===== src/hw/rtl/dksp_pkg.sv =====
// Package for the domain key stream parser: phase codes, character constants,
// match tables and the per-byte result type. No dependencies.
`default_nettype none

package dksp_pkg;

  typedef enum logic [2:0] {
    PH_PREFIX = 3'd0,
    PH_KIND   = 3'd1,
    PH_KEY    = 3'd2,
    PH_NS     = 3'd3,
    PH_NAME   = 3'd4
  } dksp_phase_e;

  localparam int unsigned PrefixLen = 7;
  localparam int unsigned AttLen    = 10;
  localparam int unsigned PdfLen    = 3;

  localparam logic [3:0] PREFIX_LEN = 4'(PrefixLen);
  localparam logic [3:0] ATT_LEN    = 4'(AttLen);
  localparam logic [3:0] PDF_LEN    = 4'(PdfLen);

  localparam logic [7:0] CH_SLASH   = 8'h2F;
  localparam logic [7:0] CH_PERCENT = 8'h25;

  // kind_candidates bits
  localparam logic [1:0] CAND_BOTH = 2'b11;
  localparam logic [1:0] CAND_ATT  = 2'b01;
  localparam logic [1:0] CAND_PDF  = 2'b10;

  localparam logic [1:0] SEG_KEY  = 2'd0;
  localparam logic [1:0] SEG_NS   = 2'd1;
  localparam logic [1:0] SEG_NAME = 2'd2;

  localparam logic [1:0] ESC_NONE = 2'd0;
  localparam logic [1:0] ESC_HIGH = 2'd1;
  localparam logic [1:0] ESC_LOW  = 2'd2;

  // One result item.
  typedef struct packed {
    logic       byte_valid;
    logic [7:0] decoded_byte;
    logic [1:0] segment;
    logic       key_done;
    logic       key_ok;
    logic       kind_pdf;
  } dksp_result_t;

  // "dom:v1/"
  function automatic logic [7:0] prefix_char(input logic [2:0] idx);
    logic [7:0] ch;
    case (idx)
      3'd0:    ch = 8'h64;
      3'd1:    ch = 8'h6F;
      3'd2:    ch = 8'h6D;
      3'd3:    ch = 8'h3A;
      3'd4:    ch = 8'h76;
      3'd5:    ch = 8'h31;
      3'd6:    ch = 8'h2F;
      default: ch = 8'h00;
    endcase
    return ch;
  endfunction

  // "attachment"
  function automatic logic [7:0] att_char(input logic [3:0] idx);
    logic [7:0] ch;
    case (idx)
      4'd0:    ch = 8'h61;
      4'd1:    ch = 8'h74;
      4'd2:    ch = 8'h74;
      4'd3:    ch = 8'h61;
      4'd4:    ch = 8'h63;
      4'd5:    ch = 8'h68;
      4'd6:    ch = 8'h6D;
      4'd7:    ch = 8'h65;
      4'd8:    ch = 8'h6E;
      4'd9:    ch = 8'h74;
      default: ch = 8'h00;
    endcase
    return ch;
  endfunction

  // "pdf"
  function automatic logic [7:0] pdf_char(input logic [1:0] idx);
    logic [7:0] ch;
    case (idx)
      2'd0:    ch = 8'h70;
      2'd1:    ch = 8'h64;
      2'd2:    ch = 8'h66;
      default: ch = 8'h00;
    endcase
    return ch;
  endfunction

  // Returns {is_hex, nibble}.
  function automatic logic [4:0] hex_decode(input logic [7:0] c);
    logic [4:0] r;
    r = 5'b0;
    if (c >= 8'h30 && c <= 8'h39) begin
      r = {1'b1, 4'(c - 8'h30)};
    end else if (c >= 8'h61 && c <= 8'h66) begin
      r = {1'b1, 4'(c - 8'h57)};
    end else if (c >= 8'h41 && c <= 8'h46) begin
      r = {1'b1, 4'(c - 8'h37)};
    end
    return r;
  endfunction

  // [0-9a-z_.]
  function automatic logic token_char(input logic [7:0] c);
    return (c >= 8'h30 && c <= 8'h39) || (c >= 8'h61 && c <= 8'h7A) ||
           (c == 8'h5F) || (c == 8'h2E);
  endfunction

endpackage

`default_nettype wire


===== src/hw/rtl/dksp_input_reg.sv =====
// Input register stage of the domain key stream parser.
// Depends on nothing but the handshake from the stage behind it.
`default_nettype none

module dksp_input_reg (
  input  logic       clk_i,
  input  logic       rst_ni,
  input  logic       in_valid_i,
  output logic       in_stall_o,
  input  logic [7:0] key_byte_i,
  input  logic       last_byte_i,
  input  logic       advance_i,   // downstream takes the held request this cycle
  output logic       valid_o,
  output logic [7:0] key_byte_o,
  output logic       last_byte_o
);

  logic       valid_q, valid_d;
  logic [7:0] byte_q;
  logic       last_q;

  // Full and not draining: hold off the upstream side.
  assign in_stall_o = valid_q && !advance_i;
  assign valid_d    = in_stall_o ? valid_q : in_valid_i;

  always_ff @(posedge clk_i or negedge rst_ni) begin
    if (!rst_ni) begin
      valid_q <= 1'b0;
    end else begin
      valid_q <= valid_d;
    end
  end

  always_ff @(posedge clk_i) begin
    if (!in_stall_o && in_valid_i) begin
      byte_q <= key_byte_i;
      last_q <= last_byte_i;
    end
  end

  assign valid_o     = valid_q;
  assign key_byte_o  = byte_q;
  assign last_byte_o = last_q;

endmodule

`default_nettype wire


===== src/hw/rtl/dksp_parser.sv =====
// Parse state and per-byte decision logic of the domain key stream parser.
// Uses dksp_pkg for phase codes, match tables and the result type.
`default_nettype none

module dksp_parser (
  input  logic                  clk_i,
  input  logic                  rst_ni,
  input  logic                  step_i,      // commit this byte's state update
  input  logic [7:0]            key_byte_i,
  input  logic                  last_byte_i,
  output dksp_pkg::dksp_result_t result_o
);
  import dksp_pkg::*;

  dksp_phase_e phase_q, phase_d;
  logic [3:0]  match_pos_q, match_pos_d;
  logic [1:0]  cand_q, cand_d;
  logic [1:0]  esc_q, esc_d;
  logic [3:0]  high_q, high_d;
  logic        nonempty_q, nonempty_d;
  logic        failed_q, failed_d;

  logic [7:0]  c;
  logic [4:0]  hex;
  logic        emit;
  logic [7:0]  val;
  logic [1:0]  seg;
  logic        ok;

  assign c   = key_byte_i;
  assign hex = hex_decode(c);

  always_comb begin
    phase_d     = phase_q;
    match_pos_d = match_pos_q;
    cand_d      = cand_q;
    esc_d       = esc_q;
    high_d      = high_q;
    nonempty_d  = nonempty_q;
    failed_d    = failed_q;
    emit        = 1'b0;
    val         = 8'h00;
    seg         = SEG_KEY;
    ok          = 1'b0;

    if (!failed_q) begin
      case (phase_q)
        PH_PREFIX: begin
          if (match_pos_q < PREFIX_LEN && c == prefix_char(match_pos_q[2:0])) begin
            if (match_pos_q + 4'd1 == PREFIX_LEN) begin
              phase_d     = PH_KIND;
              match_pos_d = 4'd0;
              cand_d      = CAND_BOTH;
            end else begin
              match_pos_d = match_pos_q + 4'd1;
            end
          end else begin
            failed_d = 1'b1;
          end
        end
        PH_KIND: begin
          if (c == CH_SLASH) begin
            if (cand_q[0] && match_pos_q == ATT_LEN) begin
              cand_d = CAND_ATT;
            end else if (cand_q[1] && match_pos_q == PDF_LEN) begin
              cand_d = CAND_PDF;
            end else begin
              failed_d = 1'b1;
            end
            if (!failed_d) begin
              phase_d     = PH_KEY;
              match_pos_d = 4'd0;
              nonempty_d  = 1'b0;
              esc_d       = ESC_NONE;
            end
          end else begin
            if (!(match_pos_q < ATT_LEN && c == att_char(match_pos_q))) begin
              cand_d[0] = 1'b0;
            end
            if (!(match_pos_q < PDF_LEN && c == pdf_char(match_pos_q[1:0]))) begin
              cand_d[1] = 1'b0;
            end
            if (cand_d == 2'b00) begin
              failed_d = 1'b1;
            end
            if (match_pos_q < ATT_LEN) begin
              match_pos_d = match_pos_q + 4'd1;
            end
          end
        end
        PH_KEY: begin
          seg = SEG_KEY;
          if (esc_q != ESC_NONE) begin
            if (!hex[4]) begin
              failed_d = 1'b1;
            end else if (esc_q == ESC_HIGH) begin
              high_d = hex[3:0];
              esc_d  = ESC_LOW;
            end else begin
              emit  = 1'b1;
              val   = {high_q, hex[3:0]};
              esc_d = ESC_NONE;
            end
          end else if (c == CH_SLASH) begin
            if (!nonempty_q) begin
              failed_d = 1'b1;
            end else begin
              phase_d    = PH_NS;
              nonempty_d = 1'b0;
            end
          end else if (c == CH_PERCENT) begin
            esc_d      = ESC_HIGH;
            nonempty_d = 1'b1;
          end else begin
            emit       = 1'b1;
            val        = c;
            nonempty_d = 1'b1;
          end
        end
        PH_NS: begin
          if (c == CH_SLASH) begin
            if (!nonempty_q) begin
              failed_d = 1'b1;
            end else begin
              phase_d    = PH_NAME;
              nonempty_d = 1'b0;
            end
          end else if (token_char(c)) begin
            emit       = 1'b1;
            val        = c;
            seg        = SEG_NS;
            nonempty_d = 1'b1;
          end else begin
            failed_d = 1'b1;
          end
        end
        PH_NAME: begin
          if (token_char(c)) begin
            emit       = 1'b1;
            val        = c;
            seg        = SEG_NAME;
            nonempty_d = 1'b1;
          end else begin
            failed_d = 1'b1;
          end
        end
        default: begin
          failed_d = 1'b1;
        end
      endcase
    end

    if (failed_d) begin
      emit = 1'b0;
      val  = 8'h00;
    end
    if (!emit) begin
      seg = SEG_KEY;
    end

    // Verdict, then start over for the next key.
    if (last_byte_i) begin
      ok          = !failed_d && phase_d == PH_NAME && nonempty_d;
      phase_d     = PH_PREFIX;
      match_pos_d = 4'd0;
      cand_d      = CAND_BOTH;
      esc_d       = ESC_NONE;
      high_d      = 4'd0;
      nonempty_d  = 1'b0;
      failed_d    = 1'b0;
    end

    result_o.byte_valid   = emit;
    result_o.decoded_byte = val;
    result_o.segment      = seg;
    result_o.key_done     = last_byte_i;
    result_o.key_ok       = ok;
    result_o.kind_pdf     = ok && cand_q == CAND_PDF;
  end

  always_ff @(posedge clk_i or negedge rst_ni) begin
    if (!rst_ni) begin
      phase_q     <= PH_PREFIX;
      match_pos_q <= 4'd0;
      cand_q      <= CAND_BOTH;
      esc_q       <= ESC_NONE;
      high_q      <= 4'd0;
      nonempty_q  <= 1'b0;
      failed_q    <= 1'b0;
    end else if (step_i) begin
      phase_q     <= phase_d;
      match_pos_q <= match_pos_d;
      cand_q      <= cand_d;
      esc_q       <= esc_d;
      high_q      <= high_d;
      nonempty_q  <= nonempty_d;
      failed_q    <= failed_d;
    end
  end

endmodule

`default_nettype wire


===== src/hw/rtl/dksp_output_reg.sv =====
// Result register stage of the domain key stream parser.
// Uses dksp_pkg for the result type.
`default_nettype none

module dksp_output_reg (
  input  logic                  clk_i,
  input  logic                  rst_ni,
  input  logic                  valid_i,
  input  dksp_pkg::dksp_result_t result_i,
  output logic                  advance_o,  // stage can take a new request
  output logic                  out_valid_o,
  input  logic                  out_stall_i,
  output dksp_pkg::dksp_result_t result_o
);
  import dksp_pkg::*;

  logic         valid_q;
  dksp_result_t result_q;

  assign advance_o = !valid_q || !out_stall_i;

  always_ff @(posedge clk_i or negedge rst_ni) begin
    if (!rst_ni) begin
      valid_q <= 1'b0;
    end else if (advance_o) begin
      valid_q <= valid_i;
    end
  end

  always_ff @(posedge clk_i) begin
    if (advance_o && valid_i) begin
      result_q <= result_i;
    end
  end

  assign out_valid_o = valid_q;
  assign result_o    = result_q;

endmodule

`default_nettype wire


===== src/hw/rtl/domain_key_stream_parser_top.sv =====
// Top level of the domain key stream parser: input register, parser, result register.
// Depends on dksp_pkg, dksp_input_reg, dksp_parser and dksp_output_reg.
//
//   channel   valid        stall        payload
//   --------  -----------  -----------  ---------------------------------------------
//   input     in_valid_i   in_stall_o   key_byte_i, last_byte_i
//   result    out_valid_o  out_stall_i  byte_valid_o, decoded_byte_o, segment_o,
//                                       key_done_o, key_ok_o, kind_pdf_o
//
// One request per cycle sustained while out_stall_i stays low. A request lands in the
// input register when accepted; its parse decision, computed from that register, lands
// in the result register when that register advances and drives the result outputs.
// Reset (rst_ni low, async) empties both stages and puts the parser at the prefix.
// A stall on the result side holds the result register; an empty input register still
// takes one more request, then in_stall_o rises until the result drains.
`default_nettype none

module domain_key_stream_parser_top (
  input  logic       clk_i,
  input  logic       rst_ni,
  input  logic       in_valid_i,
  output logic       in_stall_o,
  input  logic [7:0] key_byte_i,
  input  logic       last_byte_i,
  output logic       out_valid_o,
  input  logic       out_stall_i,
  output logic       byte_valid_o,
  output logic [7:0] decoded_byte_o,
  output logic [1:0] segment_o,
  output logic       key_done_o,
  output logic       key_ok_o,
  output logic       kind_pdf_o
);
  import dksp_pkg::*;

  logic         advance;
  logic         s1_valid;
  logic [7:0]   s1_byte;
  logic         s1_last;
  dksp_result_t parse_res;
  dksp_result_t out_res;

  dksp_input_reg u_input_reg (
    .clk_i       (clk_i),
    .rst_ni      (rst_ni),
    .in_valid_i  (in_valid_i),
    .in_stall_o  (in_stall_o),
    .key_byte_i  (key_byte_i),
    .last_byte_i (last_byte_i),
    .advance_i   (advance),
    .valid_o     (s1_valid),
    .key_byte_o  (s1_byte),
    .last_byte_o (s1_last)
  );

  // Parse state commits only when the held byte moves into the result register.
  dksp_parser u_parser (
    .clk_i       (clk_i),
    .rst_ni      (rst_ni),
    .step_i      (s1_valid && advance),
    .key_byte_i  (s1_byte),
    .last_byte_i (s1_last),
    .result_o    (parse_res)
  );

  dksp_output_reg u_output_reg (
    .clk_i       (clk_i),
    .rst_ni      (rst_ni),
    .valid_i     (s1_valid),
    .result_i    (parse_res),
    .advance_o   (advance),
    .out_valid_o (out_valid_o),
    .out_stall_i (out_stall_i),
    .result_o    (out_res)
  );

  assign byte_valid_o   = out_res.byte_valid;
  assign decoded_byte_o = out_res.decoded_byte;
  assign segment_o      = out_res.segment;
  assign key_done_o     = out_res.key_done;
  assign key_ok_o       = out_res.key_ok;
  assign kind_pdf_o     = out_res.kind_pdf;

endmodule

`default_nettype wire


===== config.mk =====
export PLATFORM = sky130hd
export DESIGN_NAME = domain_key_stream_parser_top
export DESIGN_NICKNAME = d
export VERILOG_FILES = /design/src/hw/rtl/dksp_pkg.sv /design/src/hw/rtl/dksp_input_reg.sv /design/src/hw/rtl/dksp_parser.sv /design/src/hw/rtl/dksp_output_reg.sv /design/src/hw/rtl/domain_key_stream_parser_top.sv
export SDC_FILE = /design/constraint.sdc
export NUM_CORES = 1
export LEC_CHECK = 0
export ABC_AREA = 1
export BUFFER_PORTS_ARGS = -buffer_cell sky130_fd_sc_hd__buf_2
export CORE_MARGIN = 8
export CORE_UTILIZATION = 35
export DETAILED_ROUTE_END_ITERATION = 16
export SKIP_LAST_GASP = 1
export SLEW_MARGIN = 20
export SYNTH_ARGS = -nofsm -noshare
export SYNTH_HDL_FRONTEND = slang
export SYNTH_HIERARCHICAL = 1
export SYNTH_SLANG_ARGS = --single-unit
export TNS_END_PERCENT = 1

===== constraint.sdc =====
create_clock -name clk_i -period 4.3 [get_ports clk_i]
set_clock_uncertainty 0.15 [all_clocks]
set_input_delay 0.645 -clock clk_i [delete_from_list [all_inputs] [get_ports clk_i]]
set_output_delay 0.645 -clock clk_i [all_outputs]
set_load 0.01 [all_outputs]

After elaboration in Yosys (flattened, before gate mapping)
Memory sizes are Yosys's and may differ from the RTL's.
Cells that the tools add are included.

word-level totals
  flip-flop bits (word level) = 42
  bits in latches = 0
  memory bits (writable) = 0
  memory bits (read-only) = 112
  bits of input ports = 13
  output and inout port bits = 16
  memories kept = 1

memory list
  memory            words  bits a word  rd ports  clocked after Yosys merged registers in  wr ports  line            RTL
  (name not given)  16     7            1         0                                        0         dksp_pkg.sv:68  case (idx)

cells by class
  add/sub/neg operators = 4
  $mul = 0
  divide/modulo/power cells = 0
  magnitude comparators = 10
  equality and inequality tests = 36
  shift operators = 0
  multiplexer cells = 114
  bitwise logic cells = 1
  reductions and logical operators = 41

operators with widths
  kind                count
  $mux 8              15
  $mux 4              13
  $pmux 7 s7          1
  $mux 1              43
  $mux 2              18
  $mux 3              11
  $eq 8x6->1 const B  3
  $eq 8x8->1          3
  $le 8x7->1 const B  3
  $pmux 8 s3          1
  $pmux 7 s3          1
  $reduce_and 6->1    3
  $ge 8x7->1 const B  2
  $eq 3x3->1 const B  5
  $logic_and 1x1->1   15
  $mux 5              3
  $eq 3x2->1 const B  4
  $pmux 2 s2          3
  $pmux 3 s4          1
  $reduce_bool 2->1   5
  $ne 3x2->1 const B  3
  $eq 8x7->1 const B  1
  $ge 8x6->1 const B  1
  $le 8x6->1 const B  1
  30 further kinds    47

Depth between registers and ports, before layout
Gate-level depths: netlist of the first run.

  word-level depth = 21
  gate-level depth with buffers = 17
  gate-level depth less buffers = 17

Hierarchy
The synthesis of the first run kept the hierarchy.

modules (own cells, without submodules)
  module                        times used  cells an instance  area each (um2)  seq. area each (um2)
  dksp_parser                   1           387                2,287.2          427.9
  dksp_output_reg               1           19                 461.7            445.4
  dksp_input_reg                1           16                 327.8            295.3
  domain_key_stream_parser_top  1           2                  7.5              0.0

Worst setup path before layout of the first run
Ideal clock, no wire load.

  kind = flip-flop to flip-flop
  from = reg u_input_reg.byte_q[0], in the netlist u_input_reg/key_byte_o[0]
  to = reg u_output_reg.result_q, in the netlist u_output_reg/result_o[13] (data pin)
  library setup time = 251 ps
  data arrival time = 1,797 ps
  required time = 3,899 ps
  path slack = 2,102 ps
  stages on the path, launching flop included = 14
  period minus slack after synthesis = 2,198 ps
  cells stage by stage = edfxtp_1 inv_1 ha_1 nor2_1 nand2_1 nand3_2 nand2_1 a21oi_1 nand2_2 nand2_2 nand2_2 nand2_1 a21oi_1 buf_4

on the way
  word-level cells in the longest chain between the ends = 12
  elaborated cells between the ends (all ways) = 55
  those cells by class = 7 x order compare; 7 x eq/ne; 30 x mux; 11 x reduce/logical

ends and longest elaborated chain
  what                                                 line                   RTL
  from (decl)                                          dksp_input_reg.sv:19   logic [7:0] byte_q;
  from (signal assigned)                               dksp_input_reg.sv:36   byte_q <= key_byte_i;
  branches (longest 11 deep; another with $ge 8x7->1)  n/a
  $mux 1 *                                             dksp_parser.sv:153     if (failed_d) begin
  net u_parser.emit                                    dksp_parser.sv:25      logic emit;
  to (signal assigned)                                 dksp_output_reg.sv:32  result_q <= result_i;
  to (decl)                                            dksp_output_reg.sv:18  dksp_result_t result_q;

Mark *: on every way through the listed nets, which the timed path passes. The select of a mux whose other input is x is not followed.
A chain may end at the register's enable or synchronous reset.

Final worst setup path of the first run
  from = reg u_input_reg.byte_q[0], in the netlist u_input_reg/key_byte_o[0]
  to = reg u_output_reg.result_q, in the netlist u_output_reg/result_o[10] (data pin)

on the way
  word-level cells in the longest chain between the ends = 12
  elaborated cells between the ends (all ways) = 54
  those cells by class = 7 x order compare; 7 x eq/ne; 28 x mux; 12 x reduce/logical

ends and longest elaborated chain
  what
  branches (longest 12 deep; another with $ge 8x7->1)

Parallel ways; which one is timed is not known. The select of a mux whose other input is x is not followed.

==> flow_metrics.py, run 1 <==
metrics = {
    "outcome": {
        "status": "finished, final reports clean",
    },
    "power_and_ir_drop": {
        "post-layout-total-power_mw": 1.53,
        "power_per_cell_area_nw_per_um2": 453,
        "ir_drop_uv": 190,
        "power.static_leakage_nw": 1.60,
    },
    "yosys": {
        "ys.warnings.count": 6,
        "synth_flop_cell": "sky130_fd_sc_hd__edfxtp_1",
        "synth-edff-count": 23,
        "post_synth_inst_count": 424,
        "synth_sequential_area_ratio_pct": 37.9,
        "postSynthNetCount": 449,
        "async_flop_share_pct": 45.2,
        "synthesis.area_um2": 3080,
        "synth.avg_cell_area_um2": 7.27,
        "synth.ff_latch_count": 42,
        "post_synth_num_cell_types": 41,
    },
    "global_route": {
        "global_route.overflow_total": 0,
        "grt_max_degree": 20,
        "grt_pass1_vias": 2746,
        "gr-usage-all-layers_pct": 13.9,
        "grt_pass1_wl_mm": 13.3,
        "grt_antenna_before_repair": 0,
    },
    "routing": {
        "dr_total_vias": 2896,
        "routed_wl_mm": 8.26,
        "vias_per_cell": 5.19,
        "detail_route.wl_per_cell_um": 14.8,
        "drcViolationCount": 0,
        "detailedRoute.firstPassIterationCount": 5,
        "postRouteAntennaNets": 0,
        "drt_iter0_markers": 176,
    },
    "clocking": {
        "clock_root_buffer": "sky130_fd_sc_hd__clkbuf_8",
        "cts.path.max_buffers": 2,
        "path_clk_slew_ns": 0.08,
        "htree_levels": 2,
        "cts_inserted_buffers": 5,
        "cts_tree": "built",
        "cts.repair_timing.setup_buffer_count": 0,
        "clock_sinks": 42,
        "source_to_sink_clock_delay_at_the_later_pin_of_the_worst_skew_pair_ns": 0.29,
        "cts-hold-fix-buffers": 0,
        "cts_resized": 0,
    },
    "sta": {
        "final_total_negative_setup_slack_ns": 0,
        "finalCritPeriodShare_pct": 64.4,
        "hold_viol": 0,
        "post-route-min-period_ns": 2.77,
        "rsz0062_at_grt": "no",
        "max-slew-margin-rel_pct": 66.2,
        "tightestPinTransition_ns": 0.507,
        "finalSetupViolations": 0,
        "hold-worst-slack_ns": 0.146,
        "maxSlewViolCount": 0,
        "fmax_mhz": 361,
    },
    "worst_setup_path": {
        "worstPathRequired_ns": 4.21,
        "arrival_time_reported_for_the_critical_path_endpoint_ns": 2.68,
        "setup.worst_path.end_class": "register",
        "crit_type": "register to register",
        "crit_chain": "inv_1 -> ha_1 -> nor2_1 -> nand2_1 -> nand3_2 -> nand2_1 -> a21oi_1 -> nand2_2 -> nand2_2 -> nand2_2 -> nand3_1 -> nand2_1 -> nand2_1 -> inv_1",
        "timing.critical_path.slowest_cell_delay_ns": 0.56,
        "critical-path-slowest-cell": "sky130_fd_sc_hd__edfxtp_1",
        "crit_path_max_fanout": 8,
        "start_kind": "register",
        "crit_top_cell": "sky130_fd_sc_hd__nand2_1",
    },
    "final_layout": {
        "post_route_cells_drive_above_1_share_pct": 16.9,
        "most_frequent_cells_in_the_layout": "sky130_fd_sc_hd__nand2_1 (133), sky130_fd_sc_hd__inv_1 (44), sky130_fd_sc_hd__nor2_1 (41), sky130_fd_sc_hd__nand3_1 (30), sky130_fd_sc_hd__buf_2 (28)",
        "final_nets": 474,
        "finish.cell_count_without_fillers": 558,
        "fillers": 935,
        "antenna-diode-count": 0,
        "commonest_non_fill_non_tap_cell_in_the_layout": "sky130_fd_sc_hd__nand2_1",
        "multi_input_comb_area_um2": 1640,
        "fin_util_pct": 39.2,
        "sequential_cell_area_um2": 1170,
        "areaGrowthSynthToFinish_pct": 9.78,
    },
    "floorplanning": {
        "start_util_pct": 35.7,
        "placementRows": 34,
        "floorplan.die_area_um2": 12100,
        "dieWidth_um": 110,
        "core_um2": 8640,
        "boundaryPins": 29,
        "dieHeight_um": 110,
    },
    "placed_design": {
        "detailed_place_hpwl_mm": 6.37,
        "gp_congestion": 0.989,
        "numPortBuffers": 28,
        "place.detailed.instances": 550,
    },
    "hold_path": {
        "hold_class": "input port to asynchronous set/reset pin",
    },
    "job": {
        "maxCapViolations": 0,
    },
}
cell type report:
class	instances	share of cell area, %
Sequential cell	42	34.5
Clock buffer	6	2.44
Tap cell	108	3.99
Inverter	53	5.88
Timing Repair Buffer	29	4.36
Multi-Input combinational cell	318	48.4
Clock inverter	2	0.370
kinds of logic after synthesis:
group                    Yosys count  synth area share, %
AO/OA/AOI/OAI                     47                 8.88
adder cells (fa/ha/maj)           12                 4.87
flip-flops                        42                 37.9
AND/OR/NAND/NOR                  254                 38.0
buffers and inverters             64                 8.92
XOR/XNOR                           5                 1.42
per-layer routing:
| layer | share of wire (%) | vias to the layer above | GRT usage (%) |
|---|---|---|---|
| li1 | - | 1433 | - |
| met1 | 46 | 1338 | 18.3 |
| met2 | 45 | 113 | 22.3 |
| met3 | 6.9 | 12 | 2.40 |
| met4 | 1.7 | 0 | 4.63 |
| met5 | 0 | - | 0 |
sequential cells by signal (all words and copies together) (netlist names):
register,flops
u_input_reg/valid_o,1
u_input_reg/last_byte_o,1
u_parser/match_pos_q,4
u_output_reg/result_o,14
u_parser/nonempty_q,1
u_parser/phase_q,3
u_input_reg/key_byte_o,8
u_parser/high_q,4
u_parser/failed_q,1
u_parser/esc_q,2
u_output_reg/out_valid_o,1
u_parser/cand_q,2
synthesized netlist by cell type (all sizes together) (5+ instances only):
cell,number,area [um^2]
nand4,22,138
dfrtp,17,425
ha,12,150
a21oi,18,97.6
nand2,146,586
nor3,5,57.6
o21ai,20,104
nand3,33,188
edfxtp,23,691
nor2,45,184
buf,10,72.6
inv,52,195
worst max-delay path: cells and delay by family (launching register included):
family | cells | cell delay (ns)
AOI/OAI and AO/OA | 1 | 0.17
adders and majority gates | 1 | 0.31
buffers and inverters | 2 | 0.32
DFF | 1 | 0.56
and+or+nand+nor | 10 | 1.01
power by group:
| part | total, mW | switching, mW | internal (mW) |
|---|---|---|---|
| registers | 0.583 | 0.0910 | 0.492 |
| logic | 0.686 | 0.459 | 0.227 |
| clock network | 0.265 | 0.136 | 0.129 |
| total | 1.53 | 0.686 | 0.848 |
worst paths after layout:
path | start | slack (ns) | endpoint | cells after the start
worst min-delay path | rst_ni | 0.15 | u_parser/phase_q[2]$_DFFE_PN0P_ | 1
worst max-delay path | u_input_reg/key_byte_o[0]$_DFFE_PP_ | 1.53 | u_output_reg/result_o[10]$_DFFE_PP_ | 14
max in group asynchronous | rst_ni | 3.51 | u_parser/cand_q[1]$_DFFE_PN1P_ | 1
min in group clk_i | u_parser/cand_q[1]$_DFFE_PN1P_ | 0.33 | u_parser/cand_q[1]$_DFFE_PN1P_ | 2
worst min register to register | u_parser/cand_q[1]$_DFFE_PN1P_ | 0.33 | u_parser/cand_q[1]$_DFFE_PN1P_ | 2
worst max register to register | u_input_reg/key_byte_o[0]$_DFFE_PP_ | 1.53 | u_output_reg/result_o[10]$_DFFE_PP_ | 14
through the flow:
step,setup slack [ns],instance area [um^2]
2_1_floorplan,2.10,3080
3_3_place_gp,1.58,3290
3_5_place_dp,1.58,3290
4_1_cts,1.57,3390
5_1_grt,1.37,3390
6_report,1.53,3390
No activity file was read; power rests on OpenSTA's default activity.
==> run 2, diff against run 1 <==
--- a/config.mk
+++ b/config.mk
@@ -5,7 +5,7 @@
 export SDC_FILE = /design/constraint.sdc
 export NUM_CORES = 1
 export LEC_CHECK = 0
-export ABC_AREA = 1
+export ABC_AREA = 0
 export BUFFER_PORTS_ARGS = -buffer_cell sky130_fd_sc_hd__buf_2
 export CORE_MARGIN = 8
 export CORE_UTILIZATION = 35
==> constraint.sdc (replaced) <==
create_clock -name clk_i -period 2.7 [get_ports clk_i]
set_clock_uncertainty 0.15 [all_clocks]
set_input_delay 0.405 -clock clk_i [delete_from_list [all_inputs] [get_ports clk_i]]
set_output_delay 0.405 -clock clk_i [all_outputs]
set_load 0.01 [all_outputs]
==> flow_metrics.py, run 2 <==
metrics = {
    "outcome": {
        "status": "finished with violations",
        "violations": "negative setup slack",
    },
    "sta": {
        "finalCritPeriodShare_pct": 104,
        "timing.final.ws_setup_ns": -0.0980,
        "max-slew-margin-rel_pct": 48.8,
        "hold_viol": 0,
        "rsz0062_at_grt": "yes",
        "post-route-min-period_ns": 2.80,
        "fmax_mhz": 357,
        "finalSetupViolations": 9,
        "tightestPinTransition_ns": 0.748,
        "maxSlewViolCount": 0,
    },
    "power_and_ir_drop": {
        "internal_power_mw": 1.51,
        "power.static_leakage_nw": 1.53,
        "switching_share_pct": 37.0,
        "p_sw_mw": 0.885,
        "ir_drop_uv": 460,
        "power_per_cell_area_nw_per_um2": 627,
        "post-layout-total-power_mw": 2.39,
        "power.combinational.fraction_pct": 48.7,
        "share_of_power_burned_in_registers_pct": 34.2,
        "share_clk_of_total_power_pct": 17.1,
    },
    "global_route": {
        "grt_pass1_vias": 2714,
        "grt_antenna_before_repair": 0,
        "gr-usage-all-layers_pct": 13.7,
        "global_route.overflow_total": 0,
        "grt_pass1_wl_mm": 13.1,
        "grt_max_degree": 20,
    },
    "clocking": {
        "clock_root_buffer": "sky130_fd_sc_hd__clkbuf_8",
        "cts_tree": "built",
        "clock_sinks": 42,
        "htree_levels": 2,
        "path_clk_slew_ns": 0.09,
        "cts_inserted_buffers": 5,
        "source_to_sink_clock_delay_at_the_later_pin_of_the_worst_skew_pair_ns": 0.30,
        "cts.path.max_buffers": 2,
    },
    "worst_setup_path": {
        "worstPathRequired_ns": 2.71,
        "worst_setup_path_startpoint": "u_parser/match_pos_q[1]$_DFFE_PN0P_",
        "start_kind": "register",
        "destination_of_the_worst_register_to_register_timing_path": "u_output_reg/result_o[0]$_DFFE_PP_",
        "arrival_time_reported_for_the_critical_path_endpoint_ns": 2.81,
        "regToRegSetupSlack_ns": -0.1,
        "crit_type": "register to register",
        "regToRegStartpoint": "u_parser/match_pos_q[1]$_DFFE_PN0P_",
        "worst_setup_path_endpoint": "u_output_reg/result_o[0]$_DFFE_PP_",
        "setup.worst_path.end_class": "register",
        "crit_path_max_fanout": 4,
        "ff2ff_path_depth": 9,
    },
    "final_layout": {
        "antenna-diode-count": 0,
        "post_route_cells_drive_above_1_share_pct": 30.0,
        "most_frequent_cells_in_the_layout": "sky130_fd_sc_hd__buf_4 (49), sky130_fd_sc_hd__nor2_1 (35), sky130_fd_sc_hd__nand2_1 (32), sky130_fd_sc_hd__buf_2 (28), sky130_fd_sc_hd__edfxtp_1 (23)",
        "areaGrowthSynthToFinish_pct": 25.0,
        "fillers": 829,
        "finish.cell_count_without_fillers": 508,
        "largest_register_ffs": 14,
        "commonest_non_fill_non_tap_cell_in_the_layout": "sky130_fd_sc_hd__buf_4",
        "final_nets": 424,
    },
    "yosys": {
        "synth_compound_gate_area_share_pct": 20.6,
        "post_synth_top_area_cell": "sky130_fd_sc_hd__edfxtp_1",
        "postSynthNetCount": 362,
        "synth.avg_cell_area_um2": 9.07,
        "synthMostInstantiatedCell": "sky130_fd_sc_hd__nor2_1",
        "synth_sequential_area_ratio_pct": 38.2,
        "ys.warnings.count": 6,
        "synth-adder-area-share_pct": 4.91,
        "synth_simple_gate_area_share_pct": 25.5,
        "async_flop_share_pct": 45.2,
        "synthesis.area_um2": 3060,
        "synth.ff_latch_count": 42,
        "post_synth_top_area_share_pct": 22.6,
        "top_area_cells_in_the_synthesized_netlist": "sky130_fd_sc_hd__edfxtp_1 (23%), sky130_fd_sc_hd__dfrtp_1 (14%), sky130_fd_sc_hd__ha_1 (4.9%)",
        "synth_top_family_by_area": "simple AND/OR/NAND/NOR gates",
        "post_synth_mux_area_share_pct": 3.19,
        "synth_flop_cell": "sky130_fd_sc_hd__edfxtp_1",
        "post_synth_inst_count": 337,
        "synth-edff-count": 23,
        "post_synth_num_cell_types": 68,
        "synthXorXnorAreaFrac_pct": 2.29,
        "ys_top_cells_by_count": "sky130_fd_sc_hd__nor2_1 (35), sky130_fd_sc_hd__nand2_1 (32), sky130_fd_sc_hd__edfxtp_1 (23)",
    },
    "placed_design": {
        "place.detailed.instances": 492,
        "detailed_place_hpwl_mm": 6.24,
        "numPortBuffers": 28,
        "gp_congestion": 0.910,
    },
    "hold_path": {
        "hold_class": "input port to register",
    },
    "routing": {
        "detailedRoute.firstPassIterationCount": 4,
        "postRouteAntennaNets": 0,
        "routed_wl_mm": 8.21,
        "vias_per_cell": 5.47,
        "dr_total_vias": 2778,
        "drt_iter0_markers": 167,
        "drcViolationCount": 0,
        "detail_route.wl_per_cell_um": 16.2,
    },
    "job": {
        "maxCapViolations": 0,
    },
    "floorplanning": {
        "placementRows": 34,
        "boundaryPins": 29,
        "core_um2": 8590,
        "dieHeight_um": 109,
        "dieWidth_um": 109,
        "start_util_pct": 35.6,
        "floorplan.die_area_um2": 12000,
    },
}
run 2: cell count changes in the layout (fill, tap and decap cells not counted), moves of 12 or more:
cell | previous run | this run
sky130_fd_sc_hd__nand2_2 | 12 | 0
sky130_fd_sc_hd__nand2_1 | 133 | 32
sky130_fd_sc_hd__nand4_1 | 22 | 2
sky130_fd_sc_hd__o21ai_0 | 9 | 22
sky130_fd_sc_hd__inv_1 | 44 | 7
sky130_fd_sc_hd__nand3_1 | 30 | 7
sky130_fd_sc_hd__buf_4 | 1 | 49
run 2: timing repair:
item                                    4_1_cts  5_1_grt
buffers inserted                              2        5
gates resized for setup                       2       15
hold buffers                                  1        0
pin swaps                                     2       10
cloned                                        0        0
endpoints found under the setup margin        9       23
hold endpoints to repair                     17        0
run 2: power groups by stage:
stage	Sequential (mW)	Combinational (mW)	Clock, mW
after floorplan	0.815	0.686	0
after global placement	0.827	1.01	0
after detailed placement	0.829	1.02	0
after CTS	0.815	1.03	0.426
after global routing	0.827	1.27	0.442
final	0.819	1.17	0.408
run 2: worst max-delay path: stages (launching register included):
cell and delay [ns]:
sky130_fd_sc_hd__dfrtp_1 0.43, sky130_fd_sc_hd__inv_6 0.09, sky130_fd_sc_hd__ha_4 0.20, sky130_fd_sc_hd__and3b_1 0.16, sky130_fd_sc_hd__or3_1 0.32, sky130_fd_sc_hd__a211oi_2 0.19, sky130_fd_sc_hd__or4b_4 0.52, sky130_fd_sc_hd__a2bb2oi_4 0.16
sky130_fd_sc_hd__and4b_1 0.25, sky130_fd_sc_hd__and4b_1 0.20
run 2: final cells by class:
cell class	count	area [um^2]	area share [%]
Clock inverter	2	13.8	0.360
Multi-Input combinational cell	260	1840	48.3
Clock buffer	6	72.6	1.90
Tap cell	108	135	3.54
Timing Repair Buffer	79	529	13.9
Inverter	11	53.8	1.41
Sequential cell	42	1170	30.6
run 2: cells by family after synthesis:
kind of cell             Yosys count
AO/OA/AOI/OAI                     90
XOR/XNOR                           8
adder cells (fa/ha/maj)           12
buffers and inverters             35
flip-flops                        42
multiplexers                       9
AND/OR/NAND/NOR                  141
run 2: per-stage QoR:
step	utilization [%]	hold WS (ns)	TNS, ns	worst slack (ns)	instance area, um^2
5_1_grt	44.4	0.120	-2.24	-0.181	3820
6_report	44.4	0.127	-0.478	-0.0980	3820
4_1_cts	43.1	0.119	-0.441	-0.127	3700
2_1_floorplan	-	-0.0406	-0.0819	-0.0551	3150
3_3_place_gp	41.7	0.240	-0.0286	-0.0286	3590
3_5_place_dp	41.7	0.246	-0.311	-0.142	3590
run 2: how the worst min path moves through the flow:
stage	from	end	slack [ns]	depth (start not counted)
2_1_floorplan	rst_ni	u_input_reg/valid_o$_DFFE_PN0N_	-0.04	0
3_3_place_gp	rst_ni	u_parser/match_pos_q[2]$_DFFE_PN0P_	0.24	1
3_5_place_dp	rst_ni	u_parser/match_pos_q[2]$_DFFE_PN0P_	0.25	1
4_1_cts	key_byte_i[5]	u_input_reg/key_byte_o[5]$_DFFE_PP_	0.12	1
5_1_grt	key_byte_i[5]	u_input_reg/key_byte_o[5]$_DFFE_PP_	0.12	1
6_report	key_byte_i[5]	u_input_reg/key_byte_o[5]$_DFFE_PP_	0.13	1
run 2: layer usage:
metal	track usage, %	up-vias	wire, um
met1	16.4	1302	3540
li1	-	1366	-
met2	24.1	100	3950
met5	0	-	0
met4	4.82	0	141
met3	2.34	10	575
